--- config.mk ---
export PLATFORM = sky130hd
export DESIGN_NAME = text_line_number_escape_filter
export DESIGN_NICKNAME = d
export VERILOG_FILES = /design/src/rtl/tlnf_pkg.sv /design/src/rtl/tlnf_front.sv /design/src/rtl/tlnf_cmd_fifo.sv /design/src/rtl/tlnf_back.sv /design/src/rtl/text_line_number_escape_filter.sv
export SDC_FILE = /design/constraint.sdc
export NUM_CORES = 1
export LEC_CHECK = 0
export BUFFER_PORTS_ARGS = -buffer_cell sky130_fd_sc_hd__buf_2
export CAP_MARGIN = 20
export CORE_MARGIN = 3
export CORE_UTILIZATION = 45
export CTS_CLUSTER_DIAMETER = 200
export DETAILED_ROUTE_END_ITERATION = 8
export GPL_TIMING_DRIVEN = 0
export PLACE_DENSITY = 0.63
export SLEW_MARGIN = 0
export SYNTH_ARGS = -nofsm -noshare
export SYNTH_HDL_FRONTEND = slang
export SYNTH_SLANG_ARGS = --single-unit
--- constraint.sdc ---
create_clock -name i_clk -period 9.2 [get_ports i_clk]
set_input_delay 2.3 -clock i_clk [delete_from_list [all_inputs] [get_ports i_clk]]
set_output_delay 2.3 -clock i_clk [all_outputs]
set_load 0.1 [all_outputs]
--- src/rtl/tlnf_pkg.sv ---
`timescale 1ns / 1ps
package tlnf_pkg;

    // number field layout
    localparam int NUMBER_DIGITS = 6;
    localparam int COUNT_W       = 4 * NUMBER_DIGITS;

    // command queue between front and back
    localparam int QDEPTH  = 4;
    localparam int QPTR_W  = $clog2(QDEPTH);
    localparam int QCNT_W  = $clog2(QDEPTH + 1);

    // back-end emit steps: digits, tab, first body byte, second body byte
    localparam int STEP_TAB   = NUMBER_DIGITS;
    localparam int STEP_BODY0 = NUMBER_DIGITS + 1;
    localparam int STEP_BODY1 = NUMBER_DIGITS + 2;
    localparam int STEP_W     = $clog2(NUMBER_DIGITS + 3);

    // configuration port
    localparam int CFG_IDX_W  = 3;
    localparam int CFG_DATA_W = 2;

    typedef enum logic [CFG_IDX_W-1:0] {
        CFG_NUMBER_MODE   = 3'd0,
        CFG_SQUEEZE_BLANK = 3'd1,
        CFG_SHOW_ENDS     = 3'd2,
        CFG_SHOW_TABS     = 3'd3,
        CFG_SHOW_NONPRINT = 3'd4
    } t_cfg_idx;

    // character codes
    localparam logic [7:0] CH_NL     = 8'h0A;
    localparam logic [7:0] CH_TAB    = 8'h09;
    localparam logic [7:0] CH_SPACE  = 8'h20;
    localparam logic [7:0] CH_DOLLAR = 8'h24;
    localparam logic [7:0] CH_CARET  = 8'h5E;
    localparam logic [7:0] CH_I      = 8'h49;
    localparam logic [7:0] CH_QMARK  = 8'h3F;
    localparam logic [7:0] CH_ZERO   = 8'h30;
    localparam logic [7:0] CH_DEL    = 8'h7F;
    localparam logic [7:0] CH_CTRL_END = 8'h20;
    localparam logic [7:0] CARET_OFS = 8'h40;

    // one classified input byte, ready for the back end
    typedef struct packed {
        logic                     num;   // emit line number prefix
        logic [COUNT_W-1:0]       digits;
        logic [NUMBER_DIGITS-1:0] lead;  // digit shown as leading space
        logic                     two;   // body has a second byte
        logic [7:0]               b0;
        logic [7:0]               b1;
    } t_cmd;

    // saturating bcd increment
    function automatic logic [COUNT_W-1:0] bcd_inc(input logic [COUNT_W-1:0] v);
        logic [COUNT_W-1:0] r;
        logic               full;
        logic               carry;
        logic [3:0]         d;
        r     = v;
        full  = 1'b1;
        carry = 1'b1;
        for (int i = 0; i < NUMBER_DIGITS; i++) begin
            if (v[4*i +: 4] < 4'd9) full = 1'b0;
        end
        for (int i = 0; i < NUMBER_DIGITS; i++) begin
            d = v[4*i +: 4];
            if (carry) begin
                if (d >= 4'd9) begin
                    r[4*i +: 4] = 4'd0;
                end else begin
                    r[4*i +: 4] = d + 4'd1;
                    carry = 1'b0;
                end
            end
        end
        return full ? v : r;
    endfunction

endpackage

--- src/rtl/tlnf_front.sv ---
`timescale 1ns / 1ps
module tlnf_front (
    input  logic                             i_clk,
    input  logic                             i_rst_n,
    input  logic                             i_cfg_we,
    input  logic [tlnf_pkg::CFG_IDX_W-1:0]   i_cfg_idx,
    input  logic [tlnf_pkg::CFG_DATA_W-1:0]  i_cfg_data,
    input  logic                             i_accept,
    input  logic [7:0]                       i_in_byte,
    input  logic                             i_file_start,
    output logic                             o_wr,
    output tlnf_pkg::t_cmd                   o_cmd
);
    import tlnf_pkg::*;

    logic [1:0]         r_number_mode;
    logic               r_squeeze_blank;
    logic               r_show_ends;
    logic               r_show_tabs;
    logic               r_show_nonprint;

    logic               r_at_ls;
    logic               r_blank;
    logic [COUNT_W-1:0] r_count;

    logic               n_at_ls;
    logic               n_blank;
    logic [COUNT_W-1:0] n_count;

    logic               at_ls;
    logic               blank;
    logic [COUNT_W-1:0] count_base;
    logic               is_nl;
    logic               drop;
    logic               num;
    logic               zero_run;
    logic [NUMBER_DIGITS-1:0] lead_mask;

    // configuration registers
    always_ff @(posedge i_clk) begin
        if (!i_rst_n) begin
            r_number_mode   <= 2'd0;
            r_squeeze_blank <= 1'b0;
            r_show_ends     <= 1'b0;
            r_show_tabs     <= 1'b0;
            r_show_nonprint <= 1'b0;
        end else if (i_cfg_we) begin
            case (t_cfg_idx'(i_cfg_idx))
                CFG_NUMBER_MODE:   r_number_mode   <= i_cfg_data;
                CFG_SQUEEZE_BLANK: r_squeeze_blank <= i_cfg_data[0];
                CFG_SHOW_ENDS:     r_show_ends     <= i_cfg_data[0];
                CFG_SHOW_TABS:     r_show_tabs     <= i_cfg_data[0];
                CFG_SHOW_NONPRINT: r_show_nonprint <= i_cfg_data[0];
                default: ;
            endcase
        end
    end

    // line state after an optional file restart
    always_comb begin
        at_ls      = i_file_start | r_at_ls;
        blank      = i_file_start ? 1'b0 : r_blank;
        count_base = i_file_start ? COUNT_W'(1) : r_count;
        is_nl      = (i_in_byte == CH_NL);
    end

    // blank squeezing and numbering decision
    always_comb begin
        drop    = 1'b0;
        n_blank = blank;
        if (at_ls && r_squeeze_blank) begin
            if (is_nl) begin
                if (blank) drop = 1'b1;
                else       n_blank = 1'b1;
            end else begin
                n_blank = 1'b0;
            end
        end
        num = at_ls && !drop &&
              (r_number_mode[1] ? !is_nl : (r_number_mode == 2'd1));
        n_count = num ? bcd_inc(count_base) : count_base;
        n_at_ls = is_nl;
    end

    // leading zero mask of the number snapshot
    always_comb begin
        zero_run  = 1'b1;
        lead_mask = '0;
        for (int i = NUMBER_DIGITS - 1; i > 0; i--) begin
            zero_run     = zero_run & (count_base[4*i +: 4] == 4'd0);
            lead_mask[i] = zero_run;
        end
    end

    // body bytes
    always_comb begin
        o_cmd.num    = num;
        o_cmd.digits = count_base;
        o_cmd.lead   = lead_mask;
        o_cmd.two    = 1'b0;
        o_cmd.b0     = i_in_byte;
        o_cmd.b1     = CH_NL;
        if (is_nl) begin
            o_cmd.two = r_show_ends;
            o_cmd.b0  = r_show_ends ? CH_DOLLAR : CH_NL;
        end else if (i_in_byte == CH_TAB) begin
            if (r_show_tabs) begin
                o_cmd.two = 1'b1;
                o_cmd.b0  = CH_CARET;
                o_cmd.b1  = CH_I;
            end
        end else if (r_show_nonprint && i_in_byte < CH_CTRL_END) begin
            o_cmd.two = 1'b1;
            o_cmd.b0  = CH_CARET;
            o_cmd.b1  = i_in_byte + CARET_OFS;
        end else if (r_show_nonprint && i_in_byte == CH_DEL) begin
            o_cmd.two = 1'b1;
            o_cmd.b0  = CH_CARET;
            o_cmd.b1  = CH_QMARK;
        end
    end

    assign o_wr = i_accept && !drop;

    // line state registers
    always_ff @(posedge i_clk) begin
        if (!i_rst_n) begin
            r_at_ls <= 1'b1;
            r_blank <= 1'b0;
            r_count <= COUNT_W'(1);
        end else if (i_accept) begin
            r_at_ls <= n_at_ls;
            r_blank <= n_blank;
            r_count <= n_count;
        end
    end

endmodule

--- src/rtl/tlnf_cmd_fifo.sv ---
`timescale 1ns / 1ps
module tlnf_cmd_fifo (
    input  logic                          i_clk,
    input  logic                          i_rst_n,
    input  logic                          i_wr,
    input  tlnf_pkg::t_cmd                i_wr_cmd,
    input  logic                          i_rd,
    output tlnf_pkg::t_cmd                o_head,
    output logic                          o_full,
    output logic                          o_empty
);
    import tlnf_pkg::*;

    t_cmd              r_mem [QDEPTH];
    logic [QPTR_W-1:0] r_wr_ptr;
    logic [QPTR_W-1:0] r_rd_ptr;
    logic [QCNT_W-1:0] r_cnt;

    logic              wr_en;
    logic              rd_en;

    assign o_full  = (r_cnt == QCNT_W'(QDEPTH));
    assign o_empty = (r_cnt == '0);
    assign wr_en   = i_wr && !o_full;
    assign rd_en   = i_rd && !o_empty;
    assign o_head  = r_mem[r_rd_ptr];

    // storage
    always_ff @(posedge i_clk) begin
        if (wr_en) r_mem[r_wr_ptr] <= i_wr_cmd;
    end

    // pointers and fill count
    always_ff @(posedge i_clk) begin
        if (!i_rst_n) begin
            r_wr_ptr <= '0;
            r_rd_ptr <= '0;
            r_cnt    <= '0;
        end else begin
            if (wr_en) r_wr_ptr <= r_wr_ptr + QPTR_W'(1);
            if (rd_en) r_rd_ptr <= r_rd_ptr + QPTR_W'(1);
            if (wr_en && !rd_en)      r_cnt <= r_cnt + QCNT_W'(1);
            else if (rd_en && !wr_en) r_cnt <= r_cnt - QCNT_W'(1);
        end
    end

endmodule

--- src/rtl/tlnf_back.sv ---
`timescale 1ns / 1ps
module tlnf_back (
    input  logic           i_clk,
    input  logic           i_rst_n,
    input  tlnf_pkg::t_cmd i_head,
    input  logic           i_q_empty,
    output logic           o_q_rd,
    output logic           o_empty,
    input  logic           i_pop,
    output logic [7:0]     o_out_byte,
    output logic           o_last
);
    import tlnf_pkg::*;

    logic              r_started;
    logic [STEP_W-1:0] r_step;
    logic              r_out_valid;
    logic [7:0]        r_out_byte;
    logic              r_out_last;

    logic [STEP_W-1:0] step;
    logic              emit;
    logic              last;
    logic [7:0]        byte_out;
    logic [3:0]        digit;
    logic              lead;

    // step of the current command
    assign step = r_started ? r_step
                            : (i_head.num ? STEP_W'(0) : STEP_W'(STEP_BODY0));
    assign emit = !i_q_empty && (!r_out_valid || i_pop);
    assign last = (step == STEP_W'(STEP_BODY1)) ||
                  ((step == STEP_W'(STEP_BODY0)) && !i_head.two);

    // digit select, most significant first
    always_comb begin
        digit = 4'd0;
        lead  = 1'b0;
        for (int i = 0; i < NUMBER_DIGITS; i++) begin
            if (step == STEP_W'(NUMBER_DIGITS - 1 - i)) begin
                digit = i_head.digits[4*i +: 4];
                lead  = i_head.lead[i];
            end
        end
    end

    // output byte of this step
    always_comb begin
        if (step == STEP_W'(STEP_BODY1))     byte_out = i_head.b1;
        else if (step == STEP_W'(STEP_BODY0)) byte_out = i_head.b0;
        else if (step == STEP_W'(STEP_TAB))   byte_out = CH_TAB;
        else if (lead)                        byte_out = CH_SPACE;
        else byte_out = CH_ZERO + {4'd0, (digit > 4'd9) ? 4'd9 : digit};
    end

    assign o_q_rd = emit && last;

    // sequencer
    always_ff @(posedge i_clk) begin
        if (!i_rst_n) begin
            r_started <= 1'b0;
            r_step    <= '0;
        end else if (emit) begin
            r_started <= !last;
            r_step    <= step + STEP_W'(1);
        end
    end

    // output register
    always_ff @(posedge i_clk) begin
        if (!i_rst_n) begin
            r_out_valid <= 1'b0;
        end else if (emit) begin
            r_out_valid <= 1'b1;
        end else if (i_pop) begin
            r_out_valid <= 1'b0;
        end
    end

    always_ff @(posedge i_clk) begin
        if (emit) begin
            r_out_byte <= byte_out;
            r_out_last <= last;
        end
    end

    assign o_empty    = !r_out_valid;
    assign o_out_byte = r_out_byte;
    assign o_last     = r_out_last;

`ifndef SYNTHESIS
    // mid-command step stays inside the emit sequence
    a_step_range: assert property (@(posedge i_clk) disable iff (!i_rst_n)
        r_started |-> r_step <= STEP_W'(STEP_BODY1))
        else $error("emit step out of range");

    // a command being emitted keeps its queue entry
    a_head_held: assert property (@(posedge i_clk) disable iff (!i_rst_n)
        r_started |-> !i_q_empty)
        else $error("command queue drained mid-command");

    // a stalled command keeps its place
    a_step_hold: assert property (@(posedge i_clk) disable iff (!i_rst_n)
        (r_started && !emit) |=> (r_started && $stable(r_step)))
        else $error("emit step moved while stalled");
`endif

endmodule

--- src/rtl/text_line_number_escape_filter.sv ---
`timescale 1ns / 1ps
// Text filter for a byte stream: optional six-digit line number and tab at each
// line start (all lines or nonblank only), blank-line squeezing, '$' before
// newlines, tab as ^I, and control bytes and DEL in caret form. Input bytes
// are classified on entry and queued (four commands deep); a back-end emitter
// writes one output byte per cycle into the output register while it is free
// or popped. A plain byte yields one output byte; input is taken every cycle
// while the queue has room. A numbered line's prefix adds seven output bytes
// and a caret or '$' form one, as the queue absorbs up to three more inputs.
// A squeezed blank line gives no output. After reset the block is ready at once.
module text_line_number_escape_filter (
    input  logic                             i_clk,
    input  logic                             i_rst_n,
    input  logic                             i_cfg_we,
    input  logic [tlnf_pkg::CFG_IDX_W-1:0]   i_cfg_idx,
    input  logic [tlnf_pkg::CFG_DATA_W-1:0]  i_cfg_data,
    input  logic                             push,
    output logic                             full,
    input  logic [7:0]                       i_in_byte,
    input  logic                             i_file_start,
    output logic                             empty,
    input  logic                             pop,
    output logic [7:0]                       o_out_byte,
    output logic                             o_last
);
    import tlnf_pkg::*;

    t_cmd wr_cmd;
    t_cmd head;
    logic wr;
    logic q_rd;
    logic q_empty;
    logic accept;

    assign accept = push && !full;

    // classify input transactions
    tlnf_front u_front (
        .i_clk        (i_clk),
        .i_rst_n      (i_rst_n),
        .i_cfg_we     (i_cfg_we),
        .i_cfg_idx    (i_cfg_idx),
        .i_cfg_data   (i_cfg_data),
        .i_accept     (accept),
        .i_in_byte    (i_in_byte),
        .i_file_start (i_file_start),
        .o_wr         (wr),
        .o_cmd        (wr_cmd)
    );

    // command queue
    tlnf_cmd_fifo u_fifo (
        .i_clk    (i_clk),
        .i_rst_n  (i_rst_n),
        .i_wr     (wr),
        .i_wr_cmd (wr_cmd),
        .i_rd     (q_rd),
        .o_head   (head),
        .o_full   (full),
        .o_empty  (q_empty)
    );

    // emit output bytes
    tlnf_back u_back (
        .i_clk      (i_clk),
        .i_rst_n    (i_rst_n),
        .i_head     (head),
        .i_q_empty  (q_empty),
        .o_q_rd     (q_rd),
        .o_empty    (empty),
        .i_pop      (pop),
        .o_out_byte (o_out_byte),
        .o_last     (o_last)
    );

endmodule
Yosys cells after proc, flatten, opt, wreduce, memory -nomap -nowiden --
Memory sizes are Yosys's and may differ from the RTL's. A register that Yosys moved wholly into a read port is not among the register bits. Index checks and enable logic that the tools add are counted.
Storage, ports and cells: output and inout port bits 11, bits of input ports 19, register bits after elaboration 54, word-level logic and storage cells 176, bits in writable memories 188, bits in read-only memories 0, bits in latches 0, memories 1
Memories:
- u_fifo.r_mem | words 4, bits a word 47, rd ports 1, clocked after Yosys merged registers in 1, write ports 1, line tlnf_cmd_fifo.sv:14 | t_cmd r_mem [QDEPTH];
Operators by class: mux-type cells 70, $mul 0, eq/ne operators 17, reduce and logical (&&, ||, !) cells 40, shift operators 0, magnitude comparators 14, div/mod/pow operators 0, bitwise logic cells 5, $add $sub $neg 13
Operators with widths (number):
- $mux 4 | 19
- $mux 24 | 3
- $mux 17 | 4
- $mux 8 | 5
- $mux 1 | 32
- $add 4x1->4 const B | 7
- $ge 4x4->1 const B | 6
- $logic_not 4->1 | 6
- $lt 4x4->1 const B | 6
- $eq 4x3->1 const B | 4
- $eq 8x4->1 const B | 2
- $logic_and 1x1->1 | 14
- $reduce_and 2->1 | 5
- $logic_not 1->1 | 9
- $mux 3 | 3
- $mux 9 | 1
- $add 8x7->8 const B | 1
- $eq 4x2->1 const B | 2
- $eq 8x7->1 const B | 1
- $lt 8x6->1 const B | 1
- $add 6x4->7 const A | 1
- $eq 3x2->1 const B | 2
- $eq 3x3->1 const B | 2
- $logic_not 3->1 | 2
- other kinds (14) | 21

Depth between registers and ports, before layout --
Gate-level depths: netlist of the first run.
depth in word-level cells 16, depth in mapped cells 16, gate-level depth less buffers 14

By module --
A second synthesis of the first run with hierarchy kept.
Unflattened totals: cell total of the unflattened synthesis 795, area total of the unflattened synthesis 11270.8 sq um
Modules (own cells, without submodules):
- tlnf_cmd_fifo | times used 1, cells each 298, seq. area each 5945.7 sq um, area an instance 7400.8 sq um
- tlnf_front | times used 1, cells each 341, seq. area each 640.6 sq um, area an instance 2553.7 sq um
- tlnf_back | times used 1, cells each 155, seq. area each 390.4 sq um, area an instance 1302.5 sq um
- text_line_number_escape_filter | times used 1, cells each 1, seq. area each 0.0 sq um, area an instance 13.8 sq um

Worst setup path after synthesis of the first run --
No wires, ideal clock.
kind in2reg, start input i_file_start, end memory u_fifo.r_mem[0][17] (netlist bit) (data pin), buffers on the path 2, library setup time 239 ps, path slack 4078 ps, data arrival time 4882 ps, stages on the path 10, data required time 8961 ps, cell sequence clkbuf_1 -> inv_1 -> clkbuf_1 -> nand2_1 -> ha_1 -> nor3b_1 -> and4bb_2 -> nor4bb_1 -> and4bb_2 -> nor4bb_1
RTL lines:
- start, declared | line text_line_number_escape_filter.sv:20 | input logic i_file_start,
- end, declared | line tlnf_cmd_fifo.sv:14

==> results of run 1 <==
## critical path: cells and delay by family
kind          cells  cell delay [ps]
simple gates      6             3090
buf+inv           4             1280
fa+ha+maj         1              190
## cells by family (layout without fill, tap and decap cells)
family / Yosys count / after routing
DFF: 244 / 244
and+or+nand+nor: 213 / 213
AOI/OAI and AO/OA: 154 / 154
muxes: 61 / 61
buffers and inverters: 60 / 138
adders and majority gates: 34 / 34
xor gates and xnor gates: 6 / 6
## sequential cells by signal (all words and copies together) (netlist names), 2 cells and up, named ones only
name and cells:
u_fifo.r_mem 188, u_fifo.r_cnt 3, u_fifo.r_wr_ptr 2, u_front.r_number_mode 2
u_back.r_step 4, u_front.r_count 24, u_fifo.r_rd_ptr 2, u_back.o_out_byte 8
## synth_stat cells (4+ instances only)
cell	instances
a21oi_1	22
nor3_1	11
xnor2_1	4
a32oi_1	5
inv_1	27
and2_1	12
buf_2	9
a31oi_1	6
o21ai_0	41
nand4_1	7
and3_1	6
buf_1	5
nand3b_1	5
nand2_1	56
mux2i_1	22
nand2b_1	13
dfxtp_1	47
nor4bb_1	5
edfxtp_1	197
o22ai_1	4
a21boi_0	19
nor2b_1	30
nor2_1	25
mux4_2	39
or3_1	4
or2_2	4
nand3_1	11
ha_1	33
o21a_1	10
a22oi_1	7
clkbuf_1	16
## final cells by class
class,count,area [sq um],area share (%)
timing repair buffer,32,220,1.76
buffer,32,146,1.17
tap,319,399,3.19
inverter,28,105,0.840
sequential,244,6860,54.8
clock buffer,32,703,5.62
clock inverter,14,258,2.06
multi-input combinational,468,3820,30.6
## through the flow
step                      std cells  power [uW]  util, %  setup WS (ps)  hold WS, ps
after floorplan                 772        2070        -           4080          440
after global placement         1119        2310     48.4           2270          452
after detailed placement       1123        2340     48.8           2140          477
after CTS                      1169        3490     52.8           2670          487
after global routing           1169        3620     52.8           2330          521
final                          1169        3470     52.8           2590          487
## power by group
part / switching, uW / total [uW] / internal, uW / leakage [uW]
logic: 653 / 926 / 274 / 0.00163
clock network: 417 / 1150 / 737 / 0.000469
registers: 40.9 / 1390 / 1350 / 0.00217
total: 1110 / 3470 / 2360 / 0.00426
## routing by layer
layer | global-route usage, % | wire [um] | vias up
met4 | 4.81 | 459 | 0
met1 | 27.3 | 11300 | 3425
li1 | - | - | 3095
met5 | 0 | 0 | -
met3 | 3.21 | 1530 | 41
met2 | 33.7 | 12700 | 218
## worst min-delay path by stage
stage / cells after the start / from / slack, ps / endpoint
4_1_cts: 2 / u_front.r_count[13] / 490 / u_front.r_count[13]
3_5_place_dp: 2 / u_front.r_count[13] / 480 / u_front.r_count[13]
6_report: 2 / u_front.r_count[13] / 490 / u_front.r_count[13]
3_3_place_gp: 2 / u_back.r_step[1] / 450 / u_back.r_step[1]
2_1_floorplan: 2 / u_back.r_step[1] / 440 / u_back.r_step[1]
5_1_grt: 2 / u_front.r_blank / 520 / u_front.r_blank
## placed cells by master, fill, tap and decap left out, types with 5 or more instances in the layout
master / n
a22oi_1: 7
nand2_1: 56
mux2i_1: 22
mux4_2: 39
nand3b_1: 5
o21ai_0: 41
nand2b_1: 13
nand4_1: 7
a32oi_1: 5
a21boi_0: 19
inv_1: 27
and2_1: 8
clkbuf_1: 19
ha_1: 33
o21a_1: 10
and3_1: 6
nor2_1: 25
nand3_1: 11
a21oi_1: 22
clkbuf_16: 26
dfxtp_1: 47
nor2b_1: 30
buf_1: 5
nor4bb_1: 5
edfxtp_1: 197
bufinv_16: 7
nor3_1: 11
a31oi_1: 6
buf_2: 37
==> key figures, run 1 <==
Die
  • Initial Util: 46.1%
  • Die W: 162 um
  • Io pins: 30
  • # rows: 56
  • Die area: 26,200 sq um
  • Core ar.: 23,700 sq um
  • Die Span Y: 162 um

GRT
  • Vias in the first global route: 7,037
  • Total GRT Usage: 19.9%
  • Gr ovfl total: 0
  • First-pass GRT wire length: 40,000 um
  • Pin count of the biggest net entering global routing: 31
  • Initial antenna violation count: 1

STA
  • Final setup violation count: 0
  • Min Tclk post-route: 6610 ps
  • Fin Setup TNS: 0 ps
  • Rel. slew slack: 33.2%
  • Worst Max-Slew Pin Slew: 999 ps
  • Final Hold Viols: 0
  • Highest clock rate: 0.151 GHz
  • Final Cycle Share: 71.9%
  • RSZ-0062 raised after global routing: no
  • Clock skew: 20.7 ps
  • Final Max Tran Viols: 0

Power
  • PD cells: 277 nW/um^2
  • LEAKAGE: 0.00426 uW
  • Worst VDD drop: 231 uV

Critical path
  • Critical path capture point type: flop
  • R2R cell count: 15
  • Crit path kind: in -> reg
  • Crit path max fanout: 10
  • CP max stage delay: 820 ps
  • Crit path cell chain: buf_2 > clkbuf_1 > inv_1 > clkbuf_1 > nand2_1 > ha_1 > nor3b_1 > and4bb_2 > nor4bb_1 > and4bb_2 > nor4bb_1
  • R2r setup slk: 4640 ps
  • CP Launch Point: i_file_start
  • R2R Path End: u_fifo.r_cnt[2]
  • WP data arrival: 6870 ps
  • Worst path slowest cell: nor3b_1
  • Worst Path Required: 9460 ps
  • Startpoint types: primary input
  • Setup crit end: u_fifo.r_mem[3][17]

Clocking
  • Post-CTS sizing: 0
  • CTS tree: done
  • Total CTS buffers: 26
  • Worst-path clk slew: 60 ps
  • Clk buf depth: 3
  • Hold Buf Count CTS: 0
  • CTS root buf: clkbuf_16
  • Post-CTS setup buffers: 0
  • CTS sink cnt: 244
  • H-Tree Depth: 1
  • Clock Latency Late Sink: 530 ps

Synthesis
  • Register area share after synthesis: 62.7%
  • Yosys top cell area share: 54.1%
  • Simple-Gate Fraction of Synth Area: 10.9%
  • Multiplexer share of the synthesized area: 10.1%
  • Leading area contributor after synthesis: edfxtp_1
  • Ys flop type: edfxtp_1
  • Cells after Synth: 772
  • Number of flops mapped to enable cells by yosys: 197
  • Post-synth cell types: 72
  • Seq cells post-synth: 244
  • Post-synthesis adder-cell area fraction: 3.96%
  • Post-Synth XOR/XNOR Area: 0.481%
  • YS warnings: 0
  • Synth area leaders: edfxtp_1, dfxtp_1, mux4_2
  • Area fraction in compound gates after synthesis: 9.56%
  • Synthesized area: 10,900 sq um
  • Syn_area_per_cell: 14.2 sq um
  • Largest family of logic cells by synthesized area: simple AND/OR/NAND/NOR gates
  • Synthesized net count: 825
  • Ys async rst share: 0%

Route
  • First-pass DRT Iterations: 5
  • Vias/cell: 5.80
  • Antenna-violating nets left: 0
  • DRT iter0 DRCs: 629
  • Post-route DRC: 0
  • Routed len/inst: 22.2 um
  • Routed wire length: 26,000 um
  • Vias: 6,779

Layout
  • Final nets: 885
  • Layout Area Growth over Synthesis: 14.5%
  • Fill count: 1,976
  • Layout cells sized above 1: 16.9%
  • Final instance area: 12,500 sq um
  • Antenna cells: 0

Placement
  • Cell Area, Placed: 11,600 sq um
  • GP Congestion: 0.962
  • Detailed Place HPWL: 18,000 um
  • IO Port Bufs: 28

Job
  • Max Cap Viol: 0

Status
  • Outcome: finished clean

Min path
  • Worst Hold Class: reg -> reg
(Power assumes the default switching activity.)
==> run 2: changes to the inputs <==
Settings changed: PLACE_DENSITY 0.63 to 0.65.
Clock period 9.2 ns to 6.08 ns, I/O delays scaled along.
==> run 2 against run 1 <==
  * Non-clock buffer count unchanged
  * Global-route usage decreased by 0.98 points
  * Sequential power increased by 51%
  * Clock skew decreased by 5.8 ps
  * Die area unchanged
  * Hold slack got worse by 23 ps
  * Cell area decreased by 0.17%
  * Via count decreased by 0.75%
  * Utilization decreased by 0.090 points
  * Combinational power increased by 50%
  * Wire length decreased by 3.9%
  * Critical path type unchanged
  * Critical endpoint is now u_fifo.r_mem[1][17]
  * Highest routed layer unchanged
==> key figures, run 2 (same netlist as run 1, synthesis figures left out) <==
Layout
  • Finished Layout Cells: 1,172 (+0.26%)
  • Commonest non-fill, non-tap cell in the layout: edfxtp_1
  • Area of the multi-input gates: 3830 sq um (+0.13%)
  • Post-route core utilization: 52.7% (-0.090 points)
  • Most frequent cells in the layout: edfxtp_1, nand2_1, dfxtp_1
  • Layout Area Growth over Synthesis: 14.3%
  • Reg area: 6860 sq um (unchanged)
  • Max FFs per register: 188 (unchanged)
  • Fill count: 2,018 (+2.1%)
  • Layout cells sized above 1: 16.5% (-0.41 points)
  • Final nets: 886 (+0.11%)
  • Biggest register: u_fifo.r_mem
  • Antenna cells: 0 (unchanged)

Route
  • Metal-1 WL: 11,100 um (-1.2%)
  • Antenna-violating nets left: 0 (unchanged)
  • Top layer in use: met4
  • Routed wire length: 25,000 um (-3.9%)
  • Vias: 6,728 (-0.75%)
  • Met2 routed WL: 11,900 um (-6.4%)
  • Vias/cell: 5.74 (-1.0%)
  • Routed len/inst: 21.3 um (-4.2%)
  • Met3 WL: 1420 um (-7.3%)
  • DRT iter0 DRCs: 579 (-7.9%)
  • Post-route DRC: 0 (unchanged)
  • First-pass DRT Iterations: 5 (unchanged)

Min path
  • Hold Path Origin: u_front.r_count[13]
  • Worst Hold Class: reg -> reg
  • WHS Endpoint: u_front.r_count[13]
  • Hold Crit Depth: 2 (unchanged)

Power
  • LEAKAGE: 0.00425 uW (-0.25%)
  • Worst VDD drop: 375 uV (+62%)
  • PD cells: 417 nW/um^2 (+50%)
  • Power Total: 5210 uW (+50%)

STA
  • Final Cycle Share: 92.6%
  • Worst Max-Slew Pin Slew: 1100 ps (+99.6 ps)
  • Final setup violation count: 0 (unchanged)
  • Min Tclk post-route: 5630 ps
  • WHS: 464 ps (-23.3 ps)
  • Fin Setup TNS: 0 ps (unchanged)
  • Final Hold Viols: 0 (unchanged)
  • RSZ-0062 raised after global routing: no
  • Clock skew: 14.9 ps (-5.84 ps)
  • Final Max Tran Viols: 0 (unchanged)
  • Highest clock rate: 0.178 GHz
  • Rel. slew slack: 26.2% (-7.1 points)

Job
  • Max Cap Viol: 0 (unchanged)

Die
  • Core ar.: 23,700 sq um (unchanged)
  • Die W: 162 um (unchanged)
  • Die area: 26,200 sq um (unchanged)
  • Die Span Y: 162 um (unchanged)
  • Initial Util: 46.1% (unchanged)
  • Io pins: 30 (unchanged)
  • # rows: 56 (unchanged)

Clocking
  • CTS root buf: clkbuf_16
  • Hold Buf Count CTS: 0 (unchanged)
  • Total CTS buffers: 27 (+3.8%)
  • Post-CTS setup buffers: 0 (unchanged)
  • H-Tree Depth: 1 (unchanged)
  • CTS tree: done
  • Clock Latency Late Sink: 520 ps (about the same)
  • CTS sink cnt: 244 (unchanged)
  • Post-CTS sizing: 0 (unchanged)
  • Clk buf depth: 3 (unchanged)
  • Worst-path clk slew: 60 ps (about the same)

Critical path
  • R2r setup slk: 1640 ps (-3000 ps)
  • Crit path kind: in -> reg
  • Worst Path Required: 6300 ps (-3160 ps)
  • Critical path capture point type: flop
  • Startpoint types: primary input
  • Crit path max fanout: 10 (unchanged)
  • R2R cell count: 15 (unchanged)
  • WP data arrival: 5850 ps (-1020 ps)
  • R2R Path End: u_fifo.r_cnt[2]

Placement
  • GP Congestion: 0.839 (-13%)
  • Detailed Place HPWL: 17,100 um (-5.3%)
  • Dpl cells: 1,123 (unchanged)
  • IO Port Bufs: 28 (unchanged)

GRT
  • Total GRT Usage: 19.0% (-0.98 points)
  • Gr ovfl total: 0 (unchanged)
  • Pin count of the biggest net entering global routing: 27 (-13%)
  • First-pass GRT wire length: 38,200 um (-4.3%)
  • Vias in the first global route: 6,505 (-7.6%)
  • Initial antenna violation count: 0 (-1)

Status
  • Outcome: finished clean
run 2: worst max path at each step:
stage	start	to	slack, ps	cells after the start
final	i_file_start	u_fifo.r_mem[1][17]	450	11
after global routing	i_file_start	u_fifo.r_mem[0][17]	310	11
after CTS	i_file_start	u_fifo.r_mem[0][17]	180	11
after detailed placement	i_file_start	u_fifo.r_mem[1][17]	-350	11
after global placement	i_file_start	u_fifo.r_mem[0][17]	-270	11
after floorplan	u_fifo.r_cnt[0]	u_fifo.r_mem[0][0]	1740	4
run 2: stage by stage:
step                cell area (sq um)  setup slack, ps
floorplan                       10900             1740
global placement                11500             -271
detailed placement              11600             -350
CTS                             12500              178
global route                    12500              312
finish                          12500              450
run 2: area by class of cell:
class                           count  share of cell area [%]
Sequential cell                   244                    54.9
Multi-Input combinational cell    468                    30.7
Clock buffer                       34                    5.70
Tap cell                          319                    3.20
Clock inverter                     15                    1.78
Timing Repair Buffer               32                    1.76
Buffer                             32                    1.17
Inverter                           28                   0.841
run 2: report_power, final:
part / switching (uW) / total [uW] / internal, uW / leakage (uW)
Clock: 632 / 1710 / 1080 / 0.000455
Combinational: 978 / 1390 / 413 / 0.00163
Sequential: 61.3 / 2100 / 2040 / 0.00217
run 2: layer usage:
metal,vias up,GRT usage (%)
li1,3109,-
met1,3379,27.2
met2,198,30.9
met3,42,2.73
met4,0,4.73
met5,-,0.189
run 2: critical path, cell delays in order:
cell and delay (ps):
buf_2 220, clkbuf_1 490, inv_1 260, clkbuf_1 340, nand2_1 180, ha_1 200, nor3b_2 490, and4bb_2 440
nor4bb_1 670, and4bb_2 400, nor4bb_1 630
==> run 3: changes to the inputs <==
Settings changed: CORE_UTILIZATION 45 to 56, PLACE_DENSITY 0.65 to 0.78.
==> run 3 against run 2 <==
  * Register-to-register slack lost 120 ps
  * Sequential power about the same
  * Power down 4.1%
  * Maximum frequency increased by 1.6%
  * Critical path type unchanged
  * Critical endpoint is now u_fifo.r_mem[0][17]
==> key figures, run 3 (same netlist as run 1, synthesis figures left out) <==
Power
  • LEAKAGE: 0.00420 uW (-1.3%)
  • Flop pwr share: 42.4% (+2.0 points)
  • PD cells: 406 nW/um^2 (-2.6%)
  • Power Total: 4990 uW (-4.1%)
  • Int Pwr: 3310 uW (-6.2%)
  • Comb pwr share: 28.0% (+1.3 points)
  • NetSw: 1680 uW (+0.25%)
  • Clock power share: 29.6% (-3.3 points)
  • Worst VDD drop: 263 uV (-30%)
  • Net Sw Frac: 33.6% (+1.5 points)

Layout
  • Biggest register: u_fifo.r_mem
  • Antenna cells: 0 (unchanged)
  • Commonest non-fill, non-tap cell in the layout: edfxtp_1
  • Layout cells sized above 1: 17.2% (+0.65 points)
  • Layout Area Growth over Synthesis: 12.5%
  • Finished Layout Cells: 1,110 (-5.3%)
  • Final nets: 884 (-0.23%)
  • Max FFs per register: 188 (unchanged)
  • Most frequent cells in the layout: edfxtp_1, nand2_1, dfxtp_1
  • Fill count: 1,353 (-33%)
  • Final instance area: 12,300 sq um (-1.6%)

Clocking
  • Hold Buf Count CTS: 0 (unchanged)
  • CTS tree: done
  • Worst-path clk slew: 60 ps (about the same)
  • Clk buf depth: 3 (unchanged)
  • Post-CTS sizing: 0 (unchanged)
  • H-Tree Depth: 1 (unchanged)
  • Total CTS buffers: 25 (-7.4%)
  • CTS root buf: clkbuf_16
  • CTS sink cnt: 244 (unchanged)
  • Clock Latency Late Sink: 520 ps (about the same)
  • Post-CTS setup buffers: 0 (unchanged)

GRT
  • Total GRT Usage: 24.4% (+5.4 points)
  • First-pass GRT wire length: 40,600 um (+6.1%)
  • Pin count of the biggest net entering global routing: 25 (-7.4%)
  • Vias in the first global route: 7,183 (+10%)
  • Gr ovfl total: 0 (unchanged)
  • Initial antenna violation count: 0 (unchanged)

STA
  • Highest clock rate: 0.180 GHz (+1.6%)
  • Final WS setup: 537 ps (+87.2 ps)
  • RSZ-0062 raised after global routing: no
  • Rel. slew slack: 27.4% (+1.3 points)
  • Final Cycle Share: 91.2% (-1.4 points)
  • Final Hold Viols: 0 (unchanged)
  • Final setup violation count: 0 (unchanged)
  • Clock skew: 18.9 ps (+4.00 ps)
  • Min Tclk post-route: 5540 ps (-87.2 ps)
  • Final Max Tran Viols: 0 (unchanged)
  • Worst Max-Slew Pin Slew: 1080 ps (-18.7 ps)

Route
  • Post-route DRC: 0 (unchanged)
  • Routed wire length: 25,900 um (+3.7%)
  • DRT iter0 DRCs: 863 (+49%)
  • First-pass DRT Iterations: 6 (+1)
  • Vias/cell: 6.34 (+11%)
  • Antenna-violating nets left: 0 (unchanged)
  • Routed len/inst: 23.3 um (+9.5%)
  • Vias: 7,042 (+4.7%)

Critical path
  • Crit path max fanout: 10 (unchanged)
  • Worst Path Required: 6320 ps (+20 ps)
  • Worst path slowest cell: nor3b_1
  • Crit path cell chain: buf_2 > clkbuf_1 > inv_1 > clkbuf_1 > nand2_1 > ha_1 > nor3b_1 > and4bb_2 > nor4bb_2 > and4bb_2 > nor4bb_2
  • WP data arrival: 5790 ps (-60 ps)
  • Startpoint types: primary input
  • R2R cell count: 16 (+1)
  • Critical path capture point type: flop
  • Crit path kind: in -> reg
  • CP max stage delay: 640 ps (-30 ps)

Placement
  • Cell Area, Placed: 11,500 sq um (-0.64%)
  • GP Congestion: 0.971 (+16%)
  • Pre-CTS setup slack: -303 ps (+46.6 ps)
  • IO Port Bufs: 28 (unchanged)
  • Dpl cells: 1,064 (-5.3%)
  • Detailed Place HPWL: 17,700 um (+3.3%)

Die
  • Die area: 21,200 sq um (-19%)
  • Initial Util: 57.7% (+12 points)
  • Die W: 146 um (-10%)
  • Io pins: 30 (unchanged)
  • Core ar.: 19,000 sq um (-20%)
  • # rows: 50 (-11%)
  • Die Span Y: 146 um (-10%)

Min path
  • Worst Hold Class: reg -> reg
  • Hold Crit Depth: 2 (unchanged)

Job
  • Max Cap Viol: 0 (unchanged)

Status
  • Outcome: finished clean
## run 3: changes by cell type in the layout (fill, tap and decap cells not counted), moves of 3 or more
cell and change:
clkinv_2 +6, bufinv_16 -4, clkbuf_1 -4, clkinv_1 -3
## run 3: area by class of cell
cell class	instances	area [sq um]	share of cell area, %
Multi-Input combinational cell	468	3840	31.2
Buffer	32	146	1.19
Clock buffer	28	647	5.26
Timing Repair Buffer	32	220	1.79
Tap cell	260	325	2.65
Inverter	28	105	0.855
Clock inverter	18	155	1.26
Sequential cell	244	6860	55.8
## run 3: critical path: cells and delay by family
family | cells | cell delay, ps
adders and majority gates | 1 | 180
buffers and inverters | 4 | 1270
and+or+nand+nor | 6 | 2810
## run 3: worst paths after layout
check | from | end | slack, ps
worst min register to register | u_front.r_count[13] | u_front.r_count[13] | 460
worst max-delay path | i_file_start | u_fifo.r_mem[0][17] | 540
worst min-delay path | u_front.r_count[13] | u_front.r_count[13] | 460
worst max register to register | flop | u_fifo.r_cnt[2] | 1520
## run 3: metal layers
| metal | vias up | GRT usage, % | share of wire (%) |
|---|---|---|---|
| met4 | 0 | 6.65 | 2.3 |
| met2 | 381 | 40.1 | 49 |
| li1 | 3097 | - | - |
| met1 | 3504 | 34.2 | 40 |
| met3 | 60 | 4.24 | 8.4 |
| met5 | - | 0 | 0 |
## run 3: power by group through the flow
stage	logic [uW]	clock network, uW	registers (uW)
3_3_place_gp	1320	0	2140
3_5_place_dp	1370	0	2140
5_1_grt	1500	1570	2130
4_1_cts	1390	1500	2110
6_report	1400	1480	2110
2_1_floorplan	784	0	2350
## run 3: per-stage QoR
stage / utilization (%) / hold slack, ps / TNS (ps)
2_1_floorplan: - / 440 / 0
3_3_place_gp: 60.1 / 454 / -34.4
4_1_cts: 64.8 / 472 / 0
6_report: 64.9 / 462 / 0
5_1_grt: 64.9 / 499 / 0
3_5_place_dp: 60.6 / 463 / -1210
